<file path="src/design/pcm_pkg.sv">
`timescale 1ns / 1ps

package pcm_pkg;

    localparam int CFG_IDX_W = 3;
    typedef logic [CFG_IDX_W-1:0] t_cfg_idx;

    localparam t_cfg_idx CFG_WINDOW_SAMPLES = 3'd0;
    localparam t_cfg_idx CFG_NOISE_FLOOR    = 3'd1;
    localparam t_cfg_idx CFG_MIN_HITS       = 3'd2;
    localparam t_cfg_idx CFG_GAIN_Q16       = 3'd3;
    localparam t_cfg_idx CFG_OFFSET_MA      = 3'd4;
    localparam t_cfg_idx CFG_ZERO_FLOOR_MA  = 3'd5;
    localparam t_cfg_idx CFG_LINE_VOLTS     = 3'd6;

    localparam int SAMPLE_W  = 12;
    localparam int WIN_W     = 10;
    localparam int FLOOR_W   = 12;
    localparam int HITS_W    = 10;
    localparam int GAIN_W    = 24;
    localparam int MA_W      = 16;
    localparam int VOLTS_W   = 9;
    localparam int CURRENT_W = 18;
    localparam int POWER_W   = 27;
    localparam int CFG_DATA_W = 24;

    localparam logic [WIN_W-1:0]   RST_WINDOW_SAMPLES = 10'd35;
    localparam logic [FLOOR_W-1:0] RST_NOISE_FLOOR    = 12'd4;
    localparam logic [HITS_W-1:0]  RST_MIN_HITS       = 10'd3;
    localparam logic [GAIN_W-1:0]  RST_GAIN_Q16       = 24'd2712152;
    localparam logic [MA_W-1:0]    RST_OFFSET_MA      = 16'd140;
    localparam logic [MA_W-1:0]    RST_ZERO_FLOOR_MA  = 16'd200;
    localparam logic [VOLTS_W-1:0] RST_LINE_VOLTS     = 9'd120;

    localparam logic [CURRENT_W-1:0] CURRENT_MAX = 18'd262143;
    localparam logic [POWER_W-1:0]   POWER_MAX   = 27'd134217727;

    localparam int GAIN_FRAC = 16;

    typedef enum logic [4:0] {
        S_IDLE = 5'b00001,
        S_MUL1 = 5'b00010,
        S_FILT = 5'b00100,
        S_MUL2 = 5'b01000,
        S_DONE = 5'b10000
    } t_state;

endpackage

</file>
<file path="src/design/pcm_mul.sv">
`timescale 1ns / 1ps

module pcm_mul #(
    parameter int A_W = 24,
    parameter int B_W = 12
) (
    input  logic               i_clk,
    input  logic               i_rst_n,
    input  logic               i_start,
    input  logic [A_W-1:0]     i_a,
    input  logic [B_W-1:0]     i_b,
    output logic               o_done,
    output logic [A_W+B_W-1:0] o_prod
);

    localparam int P_W   = A_W + B_W;
    localparam int CNT_W = $clog2(B_W + 1);

    logic             r_busy, n_busy;
    logic             r_done, n_done;
    logic [CNT_W-1:0] r_cnt, n_cnt;
    logic [P_W-1:0]   r_acc, n_acc;
    logic [P_W-1:0]   r_a, n_a;
    logic [B_W-1:0]   r_b, n_b;

    always_comb begin
        n_busy = r_busy;
        n_done = 1'b0;
        n_cnt  = r_cnt;
        n_acc  = r_acc;
        n_a    = r_a;
        n_b    = r_b;
        if (i_start) begin
            n_busy = 1'b1;
            n_cnt  = '0;
            n_acc  = '0;
            n_a    = P_W'(i_a);
            n_b    = i_b;
        end else if (r_busy) begin
            if (r_b[0]) begin
                n_acc = r_acc + r_a;
            end
            n_a   = r_a << 1;
            n_b   = r_b >> 1;
            n_cnt = r_cnt + CNT_W'(1);
            if (r_cnt == CNT_W'(B_W - 1)) begin
                n_busy = 1'b0;
                n_done = 1'b1;
            end
        end
    end

    always_ff @(posedge i_clk) begin
        if (!i_rst_n) begin
            r_busy <= 1'b0;
            r_done <= 1'b0;
            r_cnt  <= '0;
        end else begin
            r_busy <= n_busy;
            r_done <= n_done;
            r_cnt  <= n_cnt;
        end
        r_acc <= n_acc;
        r_a   <= n_a;
        r_b   <= n_b;
    end

    assign o_done = r_done;
    assign o_prod = r_acc;

endmodule

</file>
<file path="src/design/peak_current_meter_ema.sv">
`timescale 1ns / 1ps
// Channel  Direction  Handshake                  Payload
// in       input      i_in_valid / o_in_stall    i_sample
// out      output     o_out_valid / i_out_stall  o_current_ma, o_power_mw, o_signal_seen
// cfg      input      i_cfg_valid / o_cfg_ready  i_cfg_index, i_cfg_data
//
// A mid-window sample is taken without a stall; a sample that closes a window
// stalls the input through S_MUL1, S_FILT, S_MUL2 and S_DONE, as the bit-serial
// shift-add multiplier is used twice, for the gain and for the power.
// Reset is synchronous, active low, and restores register defaults.
// A finished result waits in the output register while new samples are taken;
// a window end waits only while that register is still full and stalled.

module peak_current_meter_ema #(
    parameter int ADC_BITS   = 12,
    parameter int COUNT_BITS = 10
) (
    input  logic                               i_clk,
    input  logic                               i_rst_n,
    input  logic                               i_in_valid,
    output logic                               o_in_stall,
    input  logic [pcm_pkg::SAMPLE_W-1:0]       i_sample,
    output logic                               o_out_valid,
    input  logic                               i_out_stall,
    output logic [pcm_pkg::CURRENT_W-1:0]      o_current_ma,
    output logic [pcm_pkg::POWER_W-1:0]        o_power_mw,
    output logic                               o_signal_seen,
    input  logic                               i_cfg_valid,
    output logic                               o_cfg_ready,
    input  pcm_pkg::t_cfg_idx                  i_cfg_index,
    input  logic [pcm_pkg::CFG_DATA_W-1:0]     i_cfg_data
);

    localparam int MB_W  = (ADC_BITS > pcm_pkg::VOLTS_W) ? ADC_BITS : pcm_pkg::VOLTS_W;
    localparam int P_W   = pcm_pkg::GAIN_W + MB_W;
    localparam int HI_W  = P_W - pcm_pkg::GAIN_FRAC;
    localparam int RAW_W = HI_W + 1;
    localparam int NX_W  = COUNT_BITS + 1;
    localparam int WC_W  = (NX_W > pcm_pkg::WIN_W) ? NX_W : pcm_pkg::WIN_W;
    localparam int FC_W  = (ADC_BITS > pcm_pkg::FLOOR_W) ? ADC_BITS : pcm_pkg::FLOOR_W;
    localparam int HC_W  = (COUNT_BITS > pcm_pkg::HITS_W) ? COUNT_BITS : pcm_pkg::HITS_W;
    localparam int SUM_W = pcm_pkg::CURRENT_W + 2;
    localparam logic [COUNT_BITS-1:0] COUNT_MAX = {COUNT_BITS{1'b1}};

    logic [pcm_pkg::WIN_W-1:0]   r_window_samples;
    logic [pcm_pkg::FLOOR_W-1:0] r_noise_floor;
    logic [pcm_pkg::HITS_W-1:0]  r_min_hits;
    logic [pcm_pkg::GAIN_W-1:0]  r_gain_q16;
    logic [pcm_pkg::MA_W-1:0]    r_offset_ma;
    logic [pcm_pkg::MA_W-1:0]    r_zero_floor_ma;
    logic [pcm_pkg::VOLTS_W-1:0] r_line_volts;

    pcm_pkg::t_state r_state, n_state;

    logic [ADC_BITS-1:0]            r_peak, n_peak;
    logic [COUNT_BITS-1:0]          r_hits, n_hits;
    logic [COUNT_BITS-1:0]          r_idx, n_idx;
    logic [pcm_pkg::CURRENT_W-1:0]  r_filt, n_filt;
    logic [pcm_pkg::CURRENT_W-1:0]  r_raw, n_raw;
    logic                           r_qual, n_qual;
    logic [pcm_pkg::POWER_W-1:0]    r_pwr, n_pwr;
    logic                           r_out_valid, n_out_valid;
    logic [pcm_pkg::CURRENT_W-1:0]  r_current, n_current;
    logic [pcm_pkg::POWER_W-1:0]    r_power, n_power;
    logic                           r_seen, n_seen;

    logic                          w_in_acc;
    logic [ADC_BITS-1:0]           w_s;
    logic [ADC_BITS-1:0]           w_peak;
    logic [COUNT_BITS-1:0]         w_hits;
    logic [NX_W-1:0]               w_next;
    logic [pcm_pkg::WIN_W-1:0]     w_win;
    logic                          w_end;
    logic                          w_qual;
    logic                          w_mul_start;
    logic [pcm_pkg::GAIN_W-1:0]    w_mul_a;
    logic [MB_W-1:0]               w_mul_b;
    logic                          w_mul_done;
    logic [P_W-1:0]                w_prod;
    logic [RAW_W-1:0]              w_raw_sum;
    logic [SUM_W-1:0]              w_avg_sum;
    logic [pcm_pkg::CURRENT_W-1:0] w_avg;

    assign o_cfg_ready = 1'b1;

    always_ff @(posedge i_clk) begin
        if (!i_rst_n) begin
            r_window_samples <= pcm_pkg::RST_WINDOW_SAMPLES;
            r_noise_floor    <= pcm_pkg::RST_NOISE_FLOOR;
            r_min_hits       <= pcm_pkg::RST_MIN_HITS;
            r_gain_q16       <= pcm_pkg::RST_GAIN_Q16;
            r_offset_ma      <= pcm_pkg::RST_OFFSET_MA;
            r_zero_floor_ma  <= pcm_pkg::RST_ZERO_FLOOR_MA;
            r_line_volts     <= pcm_pkg::RST_LINE_VOLTS;
        end else if (i_cfg_valid) begin
            case (i_cfg_index)
                pcm_pkg::CFG_WINDOW_SAMPLES: r_window_samples <= i_cfg_data[pcm_pkg::WIN_W-1:0];
                pcm_pkg::CFG_NOISE_FLOOR:    r_noise_floor    <= i_cfg_data[pcm_pkg::FLOOR_W-1:0];
                pcm_pkg::CFG_MIN_HITS:       r_min_hits       <= i_cfg_data[pcm_pkg::HITS_W-1:0];
                pcm_pkg::CFG_GAIN_Q16:       r_gain_q16       <= i_cfg_data[pcm_pkg::GAIN_W-1:0];
                pcm_pkg::CFG_OFFSET_MA:      r_offset_ma      <= i_cfg_data[pcm_pkg::MA_W-1:0];
                pcm_pkg::CFG_ZERO_FLOOR_MA:  r_zero_floor_ma  <= i_cfg_data[pcm_pkg::MA_W-1:0];
                pcm_pkg::CFG_LINE_VOLTS:     r_line_volts     <= i_cfg_data[pcm_pkg::VOLTS_W-1:0];
                default: ;
            endcase
        end
    end

    assign o_in_stall = (r_state != pcm_pkg::S_IDLE);
    assign w_in_acc   = i_in_valid && !o_in_stall;

    assign w_s    = ADC_BITS'(i_sample);
    assign w_peak = (w_s > r_peak) ? w_s : r_peak;
    assign w_hits = ((FC_W'(w_s) >= FC_W'(r_noise_floor)) && (r_hits != COUNT_MAX))
                    ? r_hits + COUNT_BITS'(1) : r_hits;
    assign w_next = NX_W'(r_idx) + NX_W'(1);
    assign w_win  = (r_window_samples == '0) ? pcm_pkg::WIN_W'(1) : r_window_samples;
    assign w_end  = !((WC_W'(w_next) < WC_W'(w_win)) && (w_next < NX_W'(COUNT_MAX)));
    assign w_qual = (FC_W'(w_peak) >= FC_W'(r_noise_floor))
                    && (HC_W'(w_hits) > HC_W'(r_min_hits));

    assign w_raw_sum = RAW_W'(w_prod[P_W-1:pcm_pkg::GAIN_FRAC]) + RAW_W'(r_offset_ma);
    assign w_avg_sum = SUM_W'(r_raw) + (SUM_W'(r_filt) << 1) + SUM_W'(r_filt);
    assign w_avg     = w_avg_sum[SUM_W-1:2];

    assign w_mul_start = (w_in_acc && w_end) || (r_state == pcm_pkg::S_FILT);
    assign w_mul_a     = (r_state == pcm_pkg::S_FILT) ? pcm_pkg::GAIN_W'(n_filt) : r_gain_q16;
    assign w_mul_b     = (r_state == pcm_pkg::S_FILT) ? MB_W'(r_line_volts) : MB_W'(w_peak);

    pcm_mul #(
        .A_W (pcm_pkg::GAIN_W),
        .B_W (MB_W)
    ) u_mul (
        .i_clk   (i_clk),
        .i_rst_n (i_rst_n),
        .i_start (w_mul_start),
        .i_a     (w_mul_a),
        .i_b     (w_mul_b),
        .o_done  (w_mul_done),
        .o_prod  (w_prod)
    );

    always_comb begin
        n_state     = r_state;
        n_peak      = r_peak;
        n_hits      = r_hits;
        n_idx       = r_idx;
        n_filt      = r_filt;
        n_raw       = r_raw;
        n_qual      = r_qual;
        n_pwr       = r_pwr;
        n_out_valid = r_out_valid && i_out_stall;
        n_current   = r_current;
        n_power     = r_power;
        n_seen      = r_seen;
        case (r_state)
            pcm_pkg::S_IDLE: begin
                if (w_in_acc) begin
                    if (w_end) begin
                        n_peak  = '0;
                        n_hits  = '0;
                        n_idx   = '0;
                        n_qual  = w_qual;
                        n_state = pcm_pkg::S_MUL1;
                    end else begin
                        n_peak = w_peak;
                        n_hits = w_hits;
                        n_idx  = w_next[COUNT_BITS-1:0];
                    end
                end
            end
            pcm_pkg::S_MUL1: begin
                if (w_mul_done) begin
                    if (!r_qual) begin
                        n_raw = '0;
                    end else if (w_raw_sum > RAW_W'(pcm_pkg::CURRENT_MAX)) begin
                        n_raw = pcm_pkg::CURRENT_MAX;
                    end else begin
                        n_raw = w_raw_sum[pcm_pkg::CURRENT_W-1:0];
                    end
                    n_state = pcm_pkg::S_FILT;
                end
            end
            pcm_pkg::S_FILT: begin
                if (w_avg < pcm_pkg::CURRENT_W'(r_zero_floor_ma)) begin
                    n_filt = '0;
                end else begin
                    n_filt = w_avg;
                end
                n_state = pcm_pkg::S_MUL2;
            end
            pcm_pkg::S_MUL2: begin
                if (w_mul_done) begin
                    if (w_prod[P_W-1:pcm_pkg::POWER_W] != '0) begin
                        n_pwr = pcm_pkg::POWER_MAX;
                    end else begin
                        n_pwr = w_prod[pcm_pkg::POWER_W-1:0];
                    end
                    n_state = pcm_pkg::S_DONE;
                end
            end
            pcm_pkg::S_DONE: begin
                if (!r_out_valid || !i_out_stall) begin
                    n_out_valid = 1'b1;
                    n_current   = r_filt;
                    n_power     = r_pwr;
                    n_seen      = r_qual;
                    n_state     = pcm_pkg::S_IDLE;
                end
            end
            default: begin
                n_state = pcm_pkg::S_IDLE;
            end
        endcase
    end

    always_ff @(posedge i_clk) begin
        if (!i_rst_n) begin
            r_state     <= pcm_pkg::S_IDLE;
            r_peak      <= '0;
            r_hits      <= '0;
            r_idx       <= '0;
            r_filt      <= '0;
            r_out_valid <= 1'b0;
        end else begin
            r_state     <= n_state;
            r_peak      <= n_peak;
            r_hits      <= n_hits;
            r_idx       <= n_idx;
            r_filt      <= n_filt;
            r_out_valid <= n_out_valid;
        end
        r_raw     <= n_raw;
        r_qual    <= n_qual;
        r_pwr     <= n_pwr;
        r_current <= n_current;
        r_power   <= n_power;
        r_seen    <= n_seen;
    end

    assign o_out_valid   = r_out_valid;
    assign o_current_ma  = r_current;
    assign o_power_mw    = r_power;
    assign o_signal_seen = r_seen;

    a_state_onehot: assert property (@(posedge i_clk) disable iff (!i_rst_n)
        $onehot(r_state))
        else $error("state register lost one-hot encoding");

    a_mul_done_in_mul_state: assert property (@(posedge i_clk) disable iff (!i_rst_n)
        w_mul_done |-> (r_state == pcm_pkg::S_MUL1 || r_state == pcm_pkg::S_MUL2))
        else $error("multiplier finished outside a multiply state");

    a_out_load_from_done: assert property (@(posedge i_clk) disable iff (!i_rst_n)
        $rose(r_out_valid) |-> $past(r_state == pcm_pkg::S_DONE))
        else $error("result loaded without finishing a window");

    a_idx_below_max: assert property (@(posedge i_clk) disable iff (!i_rst_n)
        r_idx != COUNT_MAX)
        else $error("sample index reached counter limit");

endmodule

</file>
<file path="config.mk">
export PLATFORM = sky130hd
export DESIGN_NAME = peak_current_meter_ema
export DESIGN_NICKNAME = d
export VERILOG_FILES = /design/src/design/pcm_pkg.sv /design/src/design/pcm_mul.sv /design/src/design/peak_current_meter_ema.sv
export SDC_FILE = /design/constraint.sdc
export NUM_CORES = 1
export LEC_CHECK = 0
export BUFFER_PORTS_ARGS = -buffer_cell sky130_fd_sc_hd__buf_2
export CORE_MARGIN = 2
export CORE_UTILIZATION = 56
export CTS_CLUSTER_DIAMETER = 150
export CTS_CLUSTER_SIZE = 25
export DETAILED_ROUTE_END_ITERATION = 8
export HOLD_SLACK_MARGIN = 0.15
export MAX_ROUTING_LAYER = met4
export PLACE_DENSITY = 0.77
export SLEW_MARGIN = 20
export SYNTH_ARGS = -nofsm -noshare
export SYNTH_HDL_FRONTEND = slang
export SYNTH_SLANG_ARGS = --single-unit
</file>
<file path="constraint.sdc">
create_clock -name i_clk -period 4.55 [get_ports i_clk]
set_input_delay 1.1375 -clock i_clk [delete_from_list [all_inputs] [get_ports i_clk]]
set_output_delay 1.1375 -clock i_clk [all_outputs]
set_load 0.005 [all_outputs]
</file>
* Yosys cells after proc, flatten, opt, wreduce, memory -nomap -nowiden
Cells that the tools add are included.
Operators by class: magnitude comparators 8, $add $sub $neg 7, mux-type cells 27, eq/ne operators 19, bitwise gates (word level) 3, shifts and indexed selects 0, reductions and logical operators 32, div/mod/pow operators 0, multipliers 0
Operators with widths (count):
- 24-bit two-way mux | 3
- 12-bit two-way mux | 5
- 18-bit two-way mux | 3
- 10-bit two-way mux | 4
- 36-bit adder | 1
- 5-bit two-way mux | 5
- 5-bit one-hot mux with 5 select lines | 1
- 12-bit greater-or-equal comparator | 2
- 2-bit AND reduction | 12
- 20-bit by 16-bit adder with 21-bit output | 1
- 21-bit by 18-bit > comparator with 1-bit output (second input constant) | 1
- 18-bit by 19-bit adder with 20-bit output | 1
- 20-bit by 18-bit adder with 20-bit output | 1
- 18-bit by 16-bit less-than comparator with 1-bit output | 1
- 12-bit > comparator | 1
- 10-bit by 1-bit adder with 11-bit output (second input constant) | 1
- 11-bit by 10-bit less-than comparator with 1-bit output | 1
- 11-bit by 10-bit less-than comparator with 1-bit output (second input constant) | 1
- 10-bit by 1-bit adder with 10-bit output (second input constant) | 1
- 10-bit > comparator | 1
- 10-bit logical NOT | 1
- 10-bit != test (second input constant) | 1
- 3-bit == test (second input constant) | 3
- 9-bit nonzero test | 1
- 23 further kinds | 43
Storage, ports and cells: bits in latches 0, bits in registers 335, memories 0, bits in read-only memories 0, bits of input ports 44, bits in writable memories 0

* Logic depth before layout (Yosys ltp)
Gate-level depths: netlist of the first run.
depth in word-level cells 8, gate-level depth with buffers 20, depth with buffers taken out 18

* Modules after synthesis
Synthesis of the first run repeated with hierarchy kept, for this count alone.
Unflattened totals: cell total of the unflattened synthesis 1987, area total of the unflattened synthesis 18720.5 µm²
By module, submodules not included:
- peak_current_meter_ema | cells an instance 1416, area an instance 13360.3 µm², times used 1
- pcm_mul | cells an instance 571, area an instance 5360.1 µm², times used 1

* Worst setup path before layout of the first run
No wires, ideal clock.
path kind input to register, start point in i_sample[0] in the netlist's numbering, end point reg r_qual (data pin), setup time 0.269 ns, arrival 4.523 ns, path slack -0.242 ns, stages on the path 19, path buffers 1, path through inv_1 > ha_1 > nor2b_1 > o21ai_0 > a21oi_1 > o21ai_0 > a41oi_1 > a211oi_1 > clkbuf_1 > mux2_2 > ha_1 > nor2b_1 > o21a_1 > o21a_1 > o211ai_1 > a21oi_1 > a211o_1 > a31oi_1 > nor3_1
On the way: longest elaborated chain between the ends 5, elaborated cells between the ends (all ways) 8
RTL lines:
- from (decl) | RTL line peak_current_meter_ema.sv:22 | input logic [pcm_pkg::SAMPLE_W-1:0] i_sample,
- 12-bit greater-or-equal comparator | RTL line peak_current_meter_ema.sv:114 | assign w_hits = ((FC_W'(w_s) >= FC_W'(r_noise_floor)) && (r_hits != COUNT_MAX))
- 1-bit logical AND | RTL line peak_current_meter_ema.sv:114
- 10-bit two-way mux | RTL line peak_current_meter_ema.sv:115 | ? r_hits + COUNT_BITS'(1) : r_hits;
- 10-bit > comparator | RTL line peak_current_meter_ema.sv:120 | && (HC_W'(w_hits) > HC_W'(r_min_hits));
- 1-bit logical AND * | RTL line peak_current_meter_ema.sv:120
- net w_qual | RTL line peak_current_meter_ema.sv:74 | logic w_qual;
- to (signal assigned) | RTL line peak_current_meter_ema.sv:234 | r_qual <= n_qual;
- to (decl) | RTL line peak_current_meter_ema.sv:60 | logic r_qual, n_qual;
The timed path passes the listed nets; every way through them passes the cells marked *. A chain may end at the register's enable or synchronous reset.

* Worst setup path after layout of the first run
start point reg r_filt[1] in the netlist's numbering, end point reg r_filt[5] in the netlist's numbering
On the way: longest elaborated chain between the ends 5
RTL lines:
- from (decl) | RTL line peak_current_meter_ema.sv:58 | logic [pcm_pkg::CURRENT_W-1:0] r_filt, n_filt;
- from (signal assigned) | RTL line peak_current_meter_ema.sv:230 | r_filt <= n_filt;
- 18-bit by 19-bit adder with 20-bit output | RTL line peak_current_meter_ema.sv:123 | assign w_avg_sum = SUM_W'(r_raw) + (SUM_W'(r_filt) << 1) + SUM_W'(r_filt);
- 20-bit by 18-bit adder with 20-bit output * | RTL line peak_current_meter_ema.sv:123
- 18-bit by 16-bit less-than comparator with 1-bit output | RTL line peak_current_meter_ema.sv:185 | if (w_avg < pcm_pkg::CURRENT_W'(r_zero_floor_ma)) begin
- 18-bit two-way mux * | RTL line peak_current_meter_ema.sv:185
- 18-bit two-way mux * | RTL line peak_current_meter_ema.sv:156 | case (r_state)
Every way passes the cells marked *; elsewhere a longest branch is shown, timed or not.

==> results of run 1 <==
cell families (layout without fill, tap and decap cells):
logic type / count (synthesis) / in the layout / share of synthesized area
flip-flops: 335 / 335 / 0.431
multiplexers: 48 / 48 / 0.0267
AO/OA/AOI/OAI: 506 / 506 / 0.179
other: 1 / 3 / 0.000202
XOR/XNOR: 67 / 67 / 0.0317
adder cells (fa/ha/maj): 161 / 161 / 0.117
AND/OR/NAND/NOR: 707 / 707 / 0.177
buffers and inverters: 178 / 289 / 0.0377
how the worst max path moves through the flow:
stage	to	slack [ns]	cells after the start
2_1_floorplan	r_qual	-0.02	19
3_3_place_gp	r_qual	-0.12	19
3_5_place_dp	r_qual	-0.18	19
4_1_cts	r_filt[7]	0.02	18
5_1_grt	r_filt[2]	-0.08	18
6_report	r_filt[5]	0.06	18
flip-flops by register name (all words and copies together) (netlist names), 18 cells and up:
| register | cells |
|---|---|
| r_gain_q16 | 24 |
| o_current_ma | 18 |
| r_filt | 18 |
| u_mul.o_prod | 36 |
| r_raw | 18 |
| o_power_mw | 27 |
| u_mul.r_a | 36 |
| r_pwr | 27 |
through the flow:
stage	worst slack [ns]	cells	utilization	cell area [sq um]	hold WS (ns)
after floorplan	-0.0192	2003	-	18500	0.400
after global placement	-0.116	2520	0.608	19800	0.402
after detailed placement	-0.181	2520	0.608	19800	0.405
after CTS	0.0232	2551	0.624	20300	0.426
after global routing	-0.0796	2558	0.628	20400	0.432
final	0.0583	2558	0.628	20400	0.425
worst register-to-register path, delay by kind of cell, from the launching register on:
family	cells	cell delay, ns
xor gates and xnor gates	1	0.19
adders and majority gates	3	1.10
AOI/OAI and AO/OA	8	1.47
DFF	1	0.38
buffers and inverters	2	0.22
and+or+nand+nor	4	1.02
synth_stat cells (20+ instances only):
master                     number
sky130_fd_sc_hd__o21ai_0       60
sky130_fd_sc_hd__a21o_1        25
sky130_fd_sc_hd__nand2_1      327
sky130_fd_sc_hd__nand3_1       60
sky130_fd_sc_hd__nor3_1        28
sky130_fd_sc_hd__xor2_1        24
sky130_fd_sc_hd__and3_1        27
sky130_fd_sc_hd__or2_2         31
sky130_fd_sc_hd__inv_1         88
sky130_fd_sc_hd__a21oi_1      188
sky130_fd_sc_hd__xnor2_1       43
sky130_fd_sc_hd__o21a_1        40
sky130_fd_sc_hd__nor2_1       116
sky130_fd_sc_hd__clkbuf_1      67
sky130_fd_sc_hd__mux2i_1       36
sky130_fd_sc_hd__edfxtp_1     128
sky130_fd_sc_hd__fa_1          20
sky130_fd_sc_hd__o211ai_1      22
sky130_fd_sc_hd__nand4_1       24
sky130_fd_sc_hd__dfxtp_1      207
sky130_fd_sc_hd__ha_1         141
power by group:
part,switching (uW),total [uW],internal (uW)
Clock,982,1700,718
Combinational,856,1480,626
Sequential,152,3410,3260
final cells by class:
| type | instances | area, sq um | share of cell area |
|---|---|---|---|
| clock buffer | 27 | 463 | 0.0227 |
| clock inverter | 1 | 16.3 | 0.000796 |
| tap | 442 | 553 | 0.0271 |
| inverter | 90 | 338 | 0.0165 |
| timing repair buffer | 171 | 1080 | 0.0531 |
| antenna | 2 | 5.00 | 0.000245 |
| multi-input combinational | 1490 | 9970 | 0.488 |
| sequential | 335 | 8000 | 0.391 |
routing by layer:
metal / share of wire / wire length (um)
met1: 0.43 / 20700
met2: 0.46 / 22400
met3: 0.067 / 3250
met5: 0 / 0
met4: 0.046 / 2230
timing repair:
action                                  4_1_cts  5_1_grt
pin swaps                                     2        9
endpoints found under the setup margin       30       32
resized for setup                             4       19
setup buffers                                 3        5
==> insert_results.sql, run 1 <==
INSERT INTO impl_metrics (metric_group, metric, value, unit) VALUES
('clock_tree', 'hold_buffers', '0', ''),
('route', 'drt-total-wl', '48600', 'um'),
('setup_path', 'crit_path_max_incr_delay', '0.56', 'ns'),
('clock_tree', 'clock-root-buffer', 'sky130_fd_sc_hd__clkbuf_16', ''),
('timing', 'max-slew-margin-rel', '0.235', ''),
('final_layout', 'mostFrequentLayoutCells', 'sky130_fd_sc_hd__nand2_1 (327), sky130_fd_sc_hd__dfxtp_1 (200), sky130_fd_sc_hd__a21oi_1 (186)', ''),
('timing', 'finalWorstPathRequiredPeriod', '4.49', 'ns'),
('global_routing', 'first_global_vias', '14400', ''),
('clock_tree', 'longest_clk_path_bufs', '3', ''),
('setup_path', 'crit_path_category', 'register to register', ''),
('route', 'ant_nets', '0', ''),
('route', 'initialDrtViolationCount', '1401', ''),
('setup_path', 'critPathRequiredTime', '4.97', 'ns'),
('floorplan', 'initial_utilization', '0.569', ''),
('setup_path', 'worstPathArrival', '4.91', 'ns'),
('worst_hold_path', 'hold_depth', '0', ''),
('setup_path', 'setup.worst_path.end_class', 'register', ''),
('global_routing', 'grt.met1_usage', '0.376', ''),
('timing', 'finalSetupViolCount', '0', ''),
('synth', 'synthesis.area', '18500', 'sq um'),
('timing', 'finalHoldViolCount', '0', ''),
('synth', 'asyncSetResetFlopFracSynth', '0', ''),
('final_layout', 'layout_commonest_cell', 'sky130_fd_sc_hd__nand2_1', ''),
('synth', 'synth_sequential_area_ratio', '0.431', ''),
('clock_tree', 'cts_tree', 'built', ''),
('global_routing', 'grt_busiest_layer', 'met2', ''),
('route', 'vias', '15400', ''),
('worst_hold_path', 'timing.hold.worst.start', 'r_pwr[4]', ''),
('synth', 'syn_avg_cell_area', '9.25', 'sq um'),
('clock_tree', 'tritoncts.num_buffers', '17', ''),
('synth', 'synth-edff-count', '128', ''),
('clock_tree', 'cts_max_level', '1', ''),
('timing', 'worst-slew-pin-transition', '1.14', 'ns'),
('setup_path', 'worst-path-max-fanout', '14', ''),
('clock_tree', 'later_pin_clock_latency_in_the_skew_report', '0.52', 'ns'),
('timing', 'fmaxAchievable', '223', 'MHz'),
('synth', 'post_synth_inst_count', '2003', ''),
('placement', 'placement.io_buffers', '91', ''),
('global_routing', 'number_of_antenna_violations_at_the_first_check_in_global_routing', '2', ''),
('synth', 'synth_top_flop_cell', 'sky130_fd_sc_hd__dfxtp_1', ''),
('floorplan', 'total_core_area', '32500', 'sq um'),
('floorplan', 'die-width', '186', 'um'),
('global_routing', 'gr-total-overflow', '0', ''),
('synth', 'netlist-cell-type-count', '81', ''),
('setup_path', 'slowest_stage', 'sky130_fd_sc_hd__or4b_4', ''),
('setup_path', 'timing.critical_path.from', 'r_filt[1]', ''),
('timing', 'setup_tns', '0', 'ns'),
('worst_hold_path', 'worstHoldPathType', 'register to register', ''),
('floorplan', 'design.die.area', '34600', 'sq um'),
('floorplan', 'row_count', '66', ''),
('synth', 'synth_top_cells_by_area', 'sky130_fd_sc_hd__dfxtp_1 (22%), sky130_fd_sc_hd__edfxtp_1 (21%), sky130_fd_sc_hd__ha_1 (9.5%)', ''),
('route', 'drt_first_pass_iters', '6', ''),
('timing', 'rsz0062_at_grt', 'yes', ''),
('setup_path', 'critical_path.reg2reg.endpoint', 'r_filt[5]', ''),
('final_layout', 'fillCellCount', '2766', ''),
('timing', 'report.final.slew_viol_count', '0', ''),
('power_and_ir_drop', 'cell_pwr_density', '323', 'nW/um^2'),
('timing', 'clock-skew-final', '0.0247', 'ns'),
('route', 'routedWlPerCell', '19.0', 'um'),
('synth', 'synthesis.nets', '2208', ''),
('outcome', 'outcome', 'finished clean', ''),
('synth', 'synth.largest_area_cell', 'sky130_fd_sc_hd__dfxtp_1', ''),
('setup_path', 'critical_path.n_buffers_inverters', '2', ''),
('route', 'vias_cell', '6.03', ''),
('power_and_ir_drop', 'design_power_total', '6600', 'uW'),
('setup_path', 'timing.rr.start', 'r_filt[1]', ''),
('synth', 'yosysTopAreaCellShare', '0.224', ''),
('setup_path', 'startpoint_type', 'register', ''),
('clock_tree', 'tritoncts_sink_count', '335', ''),
('timing', 'post-route-period-util', '0.987', ''),
('flow_run', 'drv.max_cap_violation_count', '0', '');
(Power assumes the default switching activity.)
==> run 2: changes to the inputs <==
--- a/config.mk
+++ b/config.mk
@@ -6,14 +6,16 @@
 export NUM_CORES = 1
 export LEC_CHECK = 0
 export BUFFER_PORTS_ARGS = -buffer_cell sky130_fd_sc_hd__buf_2
+export CELL_PAD_IN_SITES_DETAIL_PLACEMENT = 0
+export CELL_PAD_IN_SITES_GLOBAL_PLACEMENT = 1
 export CORE_MARGIN = 2
-export CORE_UTILIZATION = 56
+export CORE_UTILIZATION = 48
 export CTS_CLUSTER_DIAMETER = 150
 export CTS_CLUSTER_SIZE = 25
 export DETAILED_ROUTE_END_ITERATION = 8
 export HOLD_SLACK_MARGIN = 0.15
 export MAX_ROUTING_LAYER = met4
-export PLACE_DENSITY = 0.77
+export PLACE_DENSITY_LB_ADDON = 0.1
 export SLEW_MARGIN = 20
 export SYNTH_ARGS = -nofsm -noshare
 export SYNTH_HDL_FRONTEND = slang
==> constraint.sdc (replaced) <==
create_clock -name i_clk -period 4.2 [get_ports i_clk]
set_input_delay 1.05 -clock i_clk [delete_from_list [all_inputs] [get_ports i_clk]]
set_output_delay 1.05 -clock i_clk [all_outputs]
set_load 0.005 [all_outputs]
==> run 2 against run 1 <==
- the run now ends with negative setup slack left
- critical path depth is 1 lower
- maximum frequency increased by 1.3%
- combinational power up 11%
- total power grew 9.5%
- core utilization fell by 7.3 points
- routed wire length is 6.0% higher
- sequential share of layout area down 1.0 points
- register-to-register slack worse by 0.29 ns
- first-iteration DRC count shrank 38%
- global-route usage shrank 2.9 points
- critical endpoint is now r_filt[3]
- largest power group unchanged
- highest routed layer unchanged
==> insert_results.sql, run 2 (synthesis gave the netlist of run 1 again) <==
INSERT INTO impl_metrics (metric_group, metric, value, unit) VALUES
('power_and_ir_drop', 'peakVddDrop', '0.000241', 'V'),
('route', 'initialDrtViolationCount', '869', ''),
('setup_path', 'worstPathArrival', '4.86', 'ns'),
('outcome', 'outcome', 'finished, violations left', ''),
('power_and_ir_drop', 'netSwitchingFraction', '0.305', ''),
('placement', 'place.detailed.hpwl', '38400', 'um'),
('setup_path', 'timing.rr.start', 'r_filt[1]', ''),
('timing', 'finalSetupViolCount', '32', ''),
('setup_path', 'startpoint_type', 'register', ''),
('timing', 'report.final.slew_viol_count', '0', ''),
('setup_path', 'critPathRequiredTime', '4.63', 'ns'),
('floorplan', 'die-height', '200', 'um'),
('power_and_ir_drop', 'p_seq_frac', '0.513', ''),
('timing', 'finalHoldViolCount', '0', ''),
('worst_hold_path', 'worstHoldPathType', 'register to register', ''),
('timing', 'fmaxAchievable', '226', 'MHz'),
('timing', 'max-slew-margin-rel', '0.265', ''),
('route', 'vias_cell', '5.64', ''),
('worst_hold_path', 'timing.hold.worst.start', 'r_pwr[7]', ''),
('clock_tree', 'later_pin_clock_latency_in_the_skew_report', '0.53', 'ns'),
('setup_path', 'crit_path_category', 'register to register', ''),
('timing', 'finalWorstPathRequiredPeriod', '4.43', 'ns'),
('power_and_ir_drop', 'cellInternalPower', '5020', 'uW'),
('placement', 'dpl_cell_area', '20300', 'sq um'),
('timing', 'worst_slack', '-0.232', 'ns'),
('global_routing', 'global_route.usage.total', '0.261', ''),
('power_and_ir_drop', 'clock_network_fraction_of_total_power', '0.260', ''),
('clock_tree', 'tritoncts.num_buffers', '17', ''),
('route', 'drt_first_pass_iters', '5', ''),
('power_and_ir_drop', 'switching_component_of_the_power', '2200', 'uW'),
('final_layout', 'fillCellCount', '3511', ''),
('setup_path', 'worst-path-max-fanout', '14', ''),
('final_layout', 'layout_commonest_cell', 'sky130_fd_sc_hd__nand2_1', ''),
('power_and_ir_drop', 'combPwrFrac', '0.228', ''),
('final_layout', 'seqCellArea', '8000', 'sq um'),
('timing', 'hold-worst-slack', '0.425', 'ns'),
('floorplan', 'die-width', '200', 'um'),
('timing', 'worst-slew-pin-transition', '1.10', 'ns'),
('clock_tree', 'tritoncts_sink_count', '335', ''),
('setup_path', 'crit_path_max_incr_delay', '0.57', 'ns'),
('placement', 'finalWeightedCongestion', '0.899', ''),
('power_and_ir_drop', 'cell_pwr_density', '344', 'nW/um^2'),
('final_layout', 'mostFrequentLayoutCells', 'sky130_fd_sc_hd__nand2_1 (327), sky130_fd_sc_hd__dfxtp_1 (199), sky130_fd_sc_hd__a21oi_1 (183)', ''),
('timing', 'rsz0062_at_grt', 'yes', ''),
('final_layout', 'synthToLayoutAreaGrowth', '13.3', '%'),
('final_layout', 'finalNonFillerCells', '2676', ''),
('setup_path', 'setup.worst_path.end_class', 'register', ''),
('floorplan', 'total_core_area', '37800', 'sq um'),
('route', 'routedWlPerCell', '19.2', 'um'),
('floorplan', 'initial_utilization', '0.490', ''),
('global_routing', 'grt_max_degree', '57', ''),
('floorplan', 'design.die.area', '40200', 'sq um'),
('outcome', 'violated_checks', 'negative setup slack', ''),
('clock_tree', 'clock-root-buffer', 'sky130_fd_sc_hd__clkbuf_16', ''),
('setup_path', 'cpLargestDelayFamily', 'compound AO/OA/AOI/OAI gates', ''),
('final_layout', 'layout-drive-gt1-share', '0.155', ''),
('setup_path', 'slowest_stage', 'sky130_fd_sc_hd__or4b_4', ''),
('floorplan', 'ios', '93', ''),
('global_routing', 'first_global_vias', '14500', ''),
('final_layout', 'final_util', '0.555', ''),
('final_layout', 'finish.instance_area', '21000', 'sq um'),
('placement', 'placement.io_buffers', '91', ''),
('placement', 'dpl.cell_count', '2639', ''),
('global_routing', 'gr-total-overflow', '0', ''),
('setup_path', 'timing.critical_path.from', 'r_filt[1]', ''),
('clock_tree', 'cts_max_level', '1', ''),
('flow_run', 'drv.max_cap_violation_count', '0', ''),
('global_routing', 'grt_first_pass_wirelength', '81200', 'um'),
('clock_tree', 'clkSlewWorstSetupHoldPaths', '0.10', 'ns'),
('final_layout', 'final_net_count', '2359', ''),
('timing', 'clock-skew-final', '0.0225', 'ns'),
('route', 'post-route-drc-count', '0', ''),
('power_and_ir_drop', 'p_leak', '0.00833', 'uW'),
('timing', 'post-route-period-util', '1.06', ''),
('route', 'vias', '15100', ''),
('global_routing', 'number_of_antenna_violations_at_the_first_check_in_global_routing', '1', ''),
('floorplan', 'row_count', '71', ''),
('clock_tree', 'longest_clk_path_bufs', '3', ''),
('setup_path', 'cp_cell_sequence', 'inv_2 -> fa_1 -> nand3b_1 -> fa_2 -> nand2b_4 -> a21oi_4 -> o221ai_4 -> buf_4 -> o21ai_0 -> xor2_1 -> ha_1 -> a21oi_2 -> o211ai_1 -> o22a_1 -> or4b_4 -> buf_12 -> a32o_1', ''),
('route', 'drt-total-wl', '51500', 'um'),
('final_layout', 'multi_input_combinational_cell_area', '10100', 'sq um'),
('route', 'ant_nets', '0', ''),
('clock_tree', 'cts_tree', 'built', ''),
('setup_path', 'critical_path.n_buffers_inverters', '3', '');
## run 2: timing repair
| item | CTS | global route |
|---|---|---|
| hold buffers | 0 | 0 |
| endpoints found under the setup margin | 32 | 33 |
| setup buffers | 3 | 4 |
| pin swaps | 6 | 14 |
| gates resized for setup | 10 | 25 |
## run 2: worst paths after layout
check	endpoint	slack, ns	cells past startpoint
setup reg to reg	r_filt[3]	-0.23	17
hold reg to reg	o_power_mw[7]	0.43	0
setup / recovery	r_filt[3]	-0.23	17
hold / removal	o_power_mw[7]	0.43	0
## run 2: cell type report
cell class              instances  share of cell area
diodes                          1            0.000119
clock buffers                  28              0.0222
clock inverters                 1            0.000775
inverters                      90              0.0161
multi-input cells            1490               0.479
flip-flops and latches        335               0.381
well taps                     511              0.0305
repair buffers                220              0.0698
## run 2: per-stage QoR
| step | setup slack (ns) | total power, uW | setup TNS [ns] |
|---|---|---|---|
| 3_3_place_gp | -0.367 | 5360 | -5.82 |
| 2_1_floorplan | -0.192 | 4870 | -1.34 |
| 5_1_grt | -0.472 | 7600 | -13.19 |
| 6_report | -0.232 | 7220 | -5.23 |
| 3_5_place_dp | -0.494 | 5380 | -10.37 |
| 4_1_cts | -0.230 | 7240 | -6.04 |
## run 2: power by group through the flow
stage,registers [uW],logic [uW],clock network (uW)
after floorplan,3680,1190,0
after global placement,3770,1590,0
final,3700,1650,1870
after detailed placement,3770,1610,0
after global routing,3720,1850,2030
after CTS,3700,1620,1920
## run 2: metal layers
layer  GRT usage  wire [um]
met5           -          0
met4      0.0899       1880
met3      0.0282       2360
met2       0.419      23600
met1       0.346      23600
## run 2: worst reg2reg max path, cell delays in order (launching register included)
cell and delay, ns:
sky130_fd_sc_hd__dfxtp_4 0.38, sky130_fd_sc_hd__inv_2 0.04, sky130_fd_sc_hd__fa_1 0.45, sky130_fd_sc_hd__nand3b_1 0.20
sky130_fd_sc_hd__fa_2 0.35, sky130_fd_sc_hd__nand2b_4 0.16, sky130_fd_sc_hd__a21oi_4 0.18, sky130_fd_sc_hd__o221ai_4 0.16
sky130_fd_sc_hd__buf_4 0.17, sky130_fd_sc_hd__o21ai_0 0.18, sky130_fd_sc_hd__xor2_1 0.28, sky130_fd_sc_hd__ha_1 0.31
sky130_fd_sc_hd__a21oi_2 0.16, sky130_fd_sc_hd__o211ai_1 0.10, sky130_fd_sc_hd__o22a_1 0.23, sky130_fd_sc_hd__or4b_4 0.57
sky130_fd_sc_hd__buf_12 0.17, sky130_fd_sc_hd__a32o_1 0.24
==> run 3: changes to the inputs <==
--- a/config.mk
+++ b/config.mk
@@ -9,7 +9,7 @@
 export CELL_PAD_IN_SITES_DETAIL_PLACEMENT = 0
 export CELL_PAD_IN_SITES_GLOBAL_PLACEMENT = 1
 export CORE_MARGIN = 2
-export CORE_UTILIZATION = 48
+export CORE_UTILIZATION = 44
 export CTS_CLUSTER_DIAMETER = 150
 export CTS_CLUSTER_SIZE = 25
 export DETAILED_ROUTE_END_ITERATION = 8
==> constraint.sdc (replaced) <==
create_clock -name i_clk -period 3.65 [get_ports i_clk]
set_input_delay 0.9125 -clock i_clk [delete_from_list [all_inputs] [get_ports i_clk]]
set_output_delay 0.9125 -clock i_clk [all_outputs]
set_load 0.005 [all_outputs]
==> run 3 against run 2 <==
- the run still ends with negative setup slack left
- core utilization fell by 3.7 points
- first-iteration DRC count rose by 21%
- clock-buffer cell count did not move
- register-to-register slack got worse by 0.50 ns
- routed wire length rose by 3.5%
- cell count rose by 3.0%
- final area rose by 3.0%
- total power rose by 16%
- non-clock buffer count rose by 51
- worst hold slack improved by 0.00058 ns
- sequential power rose by 15%
==> insert_results.sql, run 3 (synthesis gave the netlist of run 1 again) <==
INSERT INTO impl_metrics (metric_group, metric, value, unit) VALUES
('power_and_ir_drop', 'p_seq_frac', '0.506', ''),
('clock_tree', 'longest_clk_path_bufs', '3', ''),
('placement', 'place.detailed.hpwl', '39600', 'um'),
('setup_path', 'cp_cell_sequence', 'inv_2 -> fa_1 -> nand3b_1 -> fa_2 -> nand2b_4 -> a21oi_4 -> o221ai_2 -> o221ai_2 -> a21o_1 -> a21o_1 -> xor2_2 -> ha_1 -> nand4_1 -> o211ai_1 -> o22a_1 -> or4b_4 -> buf_12 -> a32o_1', ''),
('final_layout', 'synthToLayoutAreaGrowth', '16.7', '%'),
('floorplan', 'total_core_area', '41800', 'sq um'),
('route', 'vias', '15300', ''),
('power_and_ir_drop', 'combPwrFrac', '0.235', ''),
('global_routing', 'number_of_antenna_violations_at_the_first_check_in_global_routing', '0', ''),
('placement', 'finalWeightedCongestion', '0.879', ''),
('final_layout', 'mostFrequentLayoutCells', 'sky130_fd_sc_hd__nand2_1 (327), sky130_fd_sc_hd__dfxtp_1 (198), sky130_fd_sc_hd__a21oi_1 (182)', ''),
('timing', 'finalHoldViolCount', '0', ''),
('final_layout', 'layout-drive-gt1-share', '0.183', ''),
('final_layout', 'final_net_count', '2410', ''),
('final_layout', 'insertedDiodeCount', '0', ''),
('floorplan', 'row_count', '75', ''),
('power_and_ir_drop', 'cell_pwr_density', '388', 'nW/um^2'),
('power_and_ir_drop', 'peakVddDrop', '0.000251', 'V'),
('worst_hold_path', 'timing.hold.worst.start', 'r_pwr[0]', ''),
('clock_tree', 'clock-root-buffer', 'sky130_fd_sc_hd__clkbuf_16', ''),
('setup_path', 'timing.critical_path.from', 'r_filt[1]', ''),
('power_and_ir_drop', 'switching_component_of_the_power', '2550', 'uW'),
('route', 'drt-total-wl', '53300', 'um'),
('timing', 'finalSetupViolCount', '33', ''),
('power_and_ir_drop', 'cellInternalPower', '5830', 'uW'),
('setup_path', 'worst-path-max-fanout', '14', ''),
('route', 'routedWlPerCell', '19.3', 'um'),
('timing', 'max-slew-margin-rel', '0.315', ''),
('timing', 'rsz0062_at_grt', 'yes', ''),
('route', 'drt_first_pass_iters', '5', ''),
('route', 'vias_cell', '5.57', ''),
('route', 'initialDrtViolationCount', '1054', ''),
('placement', 'dpl.cell_count', '2718', ''),
('power_and_ir_drop', 'p_leak', '0.00860', 'uW'),
('global_routing', 'first_global_vias', '14600', ''),
('worst_hold_path', 'worstHoldPathType', 'register to register', ''),
('final_layout', 'fillCellCount', '3929', ''),
('floorplan', 'die-width', '209', 'um'),
('outcome', 'violated_checks', 'negative setup slack', ''),
('route', 'post-route-drc-count', '0', ''),
('global_routing', 'grt_max_degree', '50', ''),
('timing', 'worst_slack', '-0.732', 'ns'),
('final_layout', 'finish.instance_area', '21600', 'sq um'),
('placement', 'placement.io_buffers', '91', ''),
('floorplan', 'die-height', '209', 'um'),
('timing', 'post-route-period-util', '1.20', ''),
('timing', 'fmaxAchievable', '228', 'MHz'),
('timing', 'worst-slew-pin-transition', '1.02', 'ns'),
('route', 'ant_nets', '0', ''),
('outcome', 'outcome', 'finished, violations left', ''),
('clock_tree', 'clkSlewWorstSetupHoldPaths', '0.11', 'ns'),
('setup_path', 'worstPathArrival', '4.81', 'ns'),
('setup_path', 'startpoint_type', 'register', ''),
('clock_tree', 'hold_buffers', '0', ''),
('clock_tree', 'cts_tree', 'built', ''),
('floorplan', 'ios', '93', ''),
('timing', 'finalWorstPathRequiredPeriod', '4.38', 'ns'),
('timing', 'hold-worst-slack', '0.426', 'ns'),
('timing', 'report.final.slew_viol_count', '0', ''),
('setup_path', 'slowest_stage', 'sky130_fd_sc_hd__or4b_4', ''),
('placement', 'dpl_cell_area', '20800', 'sq um'),
('clock_tree', 'cts_max_level', '1', ''),
('power_and_ir_drop', 'clock_network_fraction_of_total_power', '0.260', ''),
('setup_path', 'crit_path_max_incr_delay', '0.57', 'ns'),
('setup_path', 'timing.rr.start', 'r_filt[1]', ''),
('global_routing', 'grt_first_pass_wirelength', '83000', 'um'),
('flow_run', 'drv.max_cap_violation_count', '0', ''),
('timing', 'clock-skew-final', '0.0428', 'ns'),
('setup_path', 'critical_path.n_buffers_inverters', '2', ''),
('clock_tree', 'tritoncts.num_buffers', '17', ''),
('floorplan', 'initial_utilization', '0.444', ''),
('clock_tree', 'later_pin_clock_latency_in_the_skew_report', '0.55', 'ns'),
('setup_path', 'crit_path_category', 'register to register', ''),
('setup_path', 'critPathRequiredTime', '4.07', 'ns'),
('global_routing', 'gr-total-overflow', '0', ''),
('floorplan', 'design.die.area', '43800', 'sq um'),
('clock_tree', 'tritoncts_sink_count', '335', ''),
('power_and_ir_drop', 'netSwitchingFraction', '0.304', ''),
('final_layout', 'final_util', '0.518', ''),
('setup_path', 'setup.worst_path.end_class', 'register', ''),
('final_layout', 'finalNonFillerCells', '2755', ''),
('setup_path', 'cpLargestDelayFamily', 'compound AO/OA/AOI/OAI gates', ''),
('global_routing', 'global_route.usage.total', '0.248', ''),
('final_layout', 'layout_commonest_cell', 'sky130_fd_sc_hd__nand2_1', ''),
('power_and_ir_drop', 'design_power_total', '8380', 'uW');
[run 3: cell count changes in the layout (fill, tap and decap cells not counted), moves of 3 or more]
cell                      before  now
sky130_fd_sc_hd__buf_2        91   88
sky130_fd_sc_hd__buf_6         4    7
sky130_fd_sc_hd__buf_4       123  172
sky130_fd_sc_hd__o22ai_1      16   12
sky130_fd_sc_hd__o22ai_2       3    7
sky130_fd_sc_hd__ha_4          1    9
sky130_fd_sc_hd__ha_1        140  132
sky130_fd_sc_hd__o21ai_1       5    8
[run 3: metal layers]
metal  wire [um]  vias to the layer above  track usage
li1            -                     7600            -
met1       24700                     7355        0.330
met2       25400                      321        0.416
met3        2030                       61       0.0165
met4        1250                        0       0.0581
met5           0                        -            -
[run 3: timing repair]
| action | CTS | global route |
|---|---|---|
| setup buffers | 4 | 2 |
| pin swaps | 5 | 5 |
| setup endpoints to repair | 33 | 83 |
| resized for setup | 28 | 24 |
| gates cloned | 1 | 0 |
[run 3: worst reg2reg max path: stages, from the launching register on]
cell,delay (ns)
sky130_fd_sc_hd__dfxtp_4,0.38
sky130_fd_sc_hd__inv_2,0.04
sky130_fd_sc_hd__fa_1,0.45
sky130_fd_sc_hd__nand3b_1,0.19
sky130_fd_sc_hd__fa_2,0.36
sky130_fd_sc_hd__nand2b_4,0.17
sky130_fd_sc_hd__a21oi_4,0.18
sky130_fd_sc_hd__o221ai_2,0.14
sky130_fd_sc_hd__o221ai_2,0.22
sky130_fd_sc_hd__a21o_1,0.14
sky130_fd_sc_hd__a21o_1,0.14
sky130_fd_sc_hd__xor2_2,0.16
sky130_fd_sc_hd__ha_1,0.26
sky130_fd_sc_hd__nand4_1,0.12
sky130_fd_sc_hd__o211ai_1,0.10
sky130_fd_sc_hd__o22a_1,0.24
sky130_fd_sc_hd__or4b_4,0.57
sky130_fd_sc_hd__buf_12,0.18
sky130_fd_sc_hd__a32o_1,0.25
[run 3: power groups by stage]
stage               clock, uW  combinational (uW)  sequential (uW)
floorplan                   0                1390             4240
global placement            0                1910             4320
detailed placement          0                1930             4330
CTS                      2240                1960             4240
global route             2360                2200             4260
finish                   2180                1970             4240
[run 3: through the flow]
step	setup TNS [ns]	setup WS, ns
4_1_cts	-21.30	-0.721
6_report	-22.19	-0.732
2_1_floorplan	-17.43	-0.742
3_3_place_gp	-23.32	-0.796
3_5_place_dp	-25.31	-0.881
5_1_grt	-29.94	-0.963
[run 3: cell type report]
type / instances / area [sq um] / area share
Multi-Input combinational cell: 1490 / 10200 / 0.473
Inverter: 90 / 339 / 0.0157
Sequential cell: 335 / 8000 / 0.370
Clock inverter: 2 / 25.0 / 0.00116
Tap cell: 539 / 674 / 0.0312
Timing Repair Buffer: 271 / 1890 / 0.0875
Clock buffer: 28 / 467 / 0.0216
[run 3: final timing paths]
| path | endpoint | slack (ns) | cells after the start |
|---|---|---|---|
| setup / recovery | r_filt[7] | -0.73 | 18 |
| hold / removal | o_power_mw[0] | 0.43 | 0 |
| setup reg to reg | r_filt[7] | -0.73 | 18 |
| hold reg to reg | o_power_mw[0] | 0.43 | 0 |
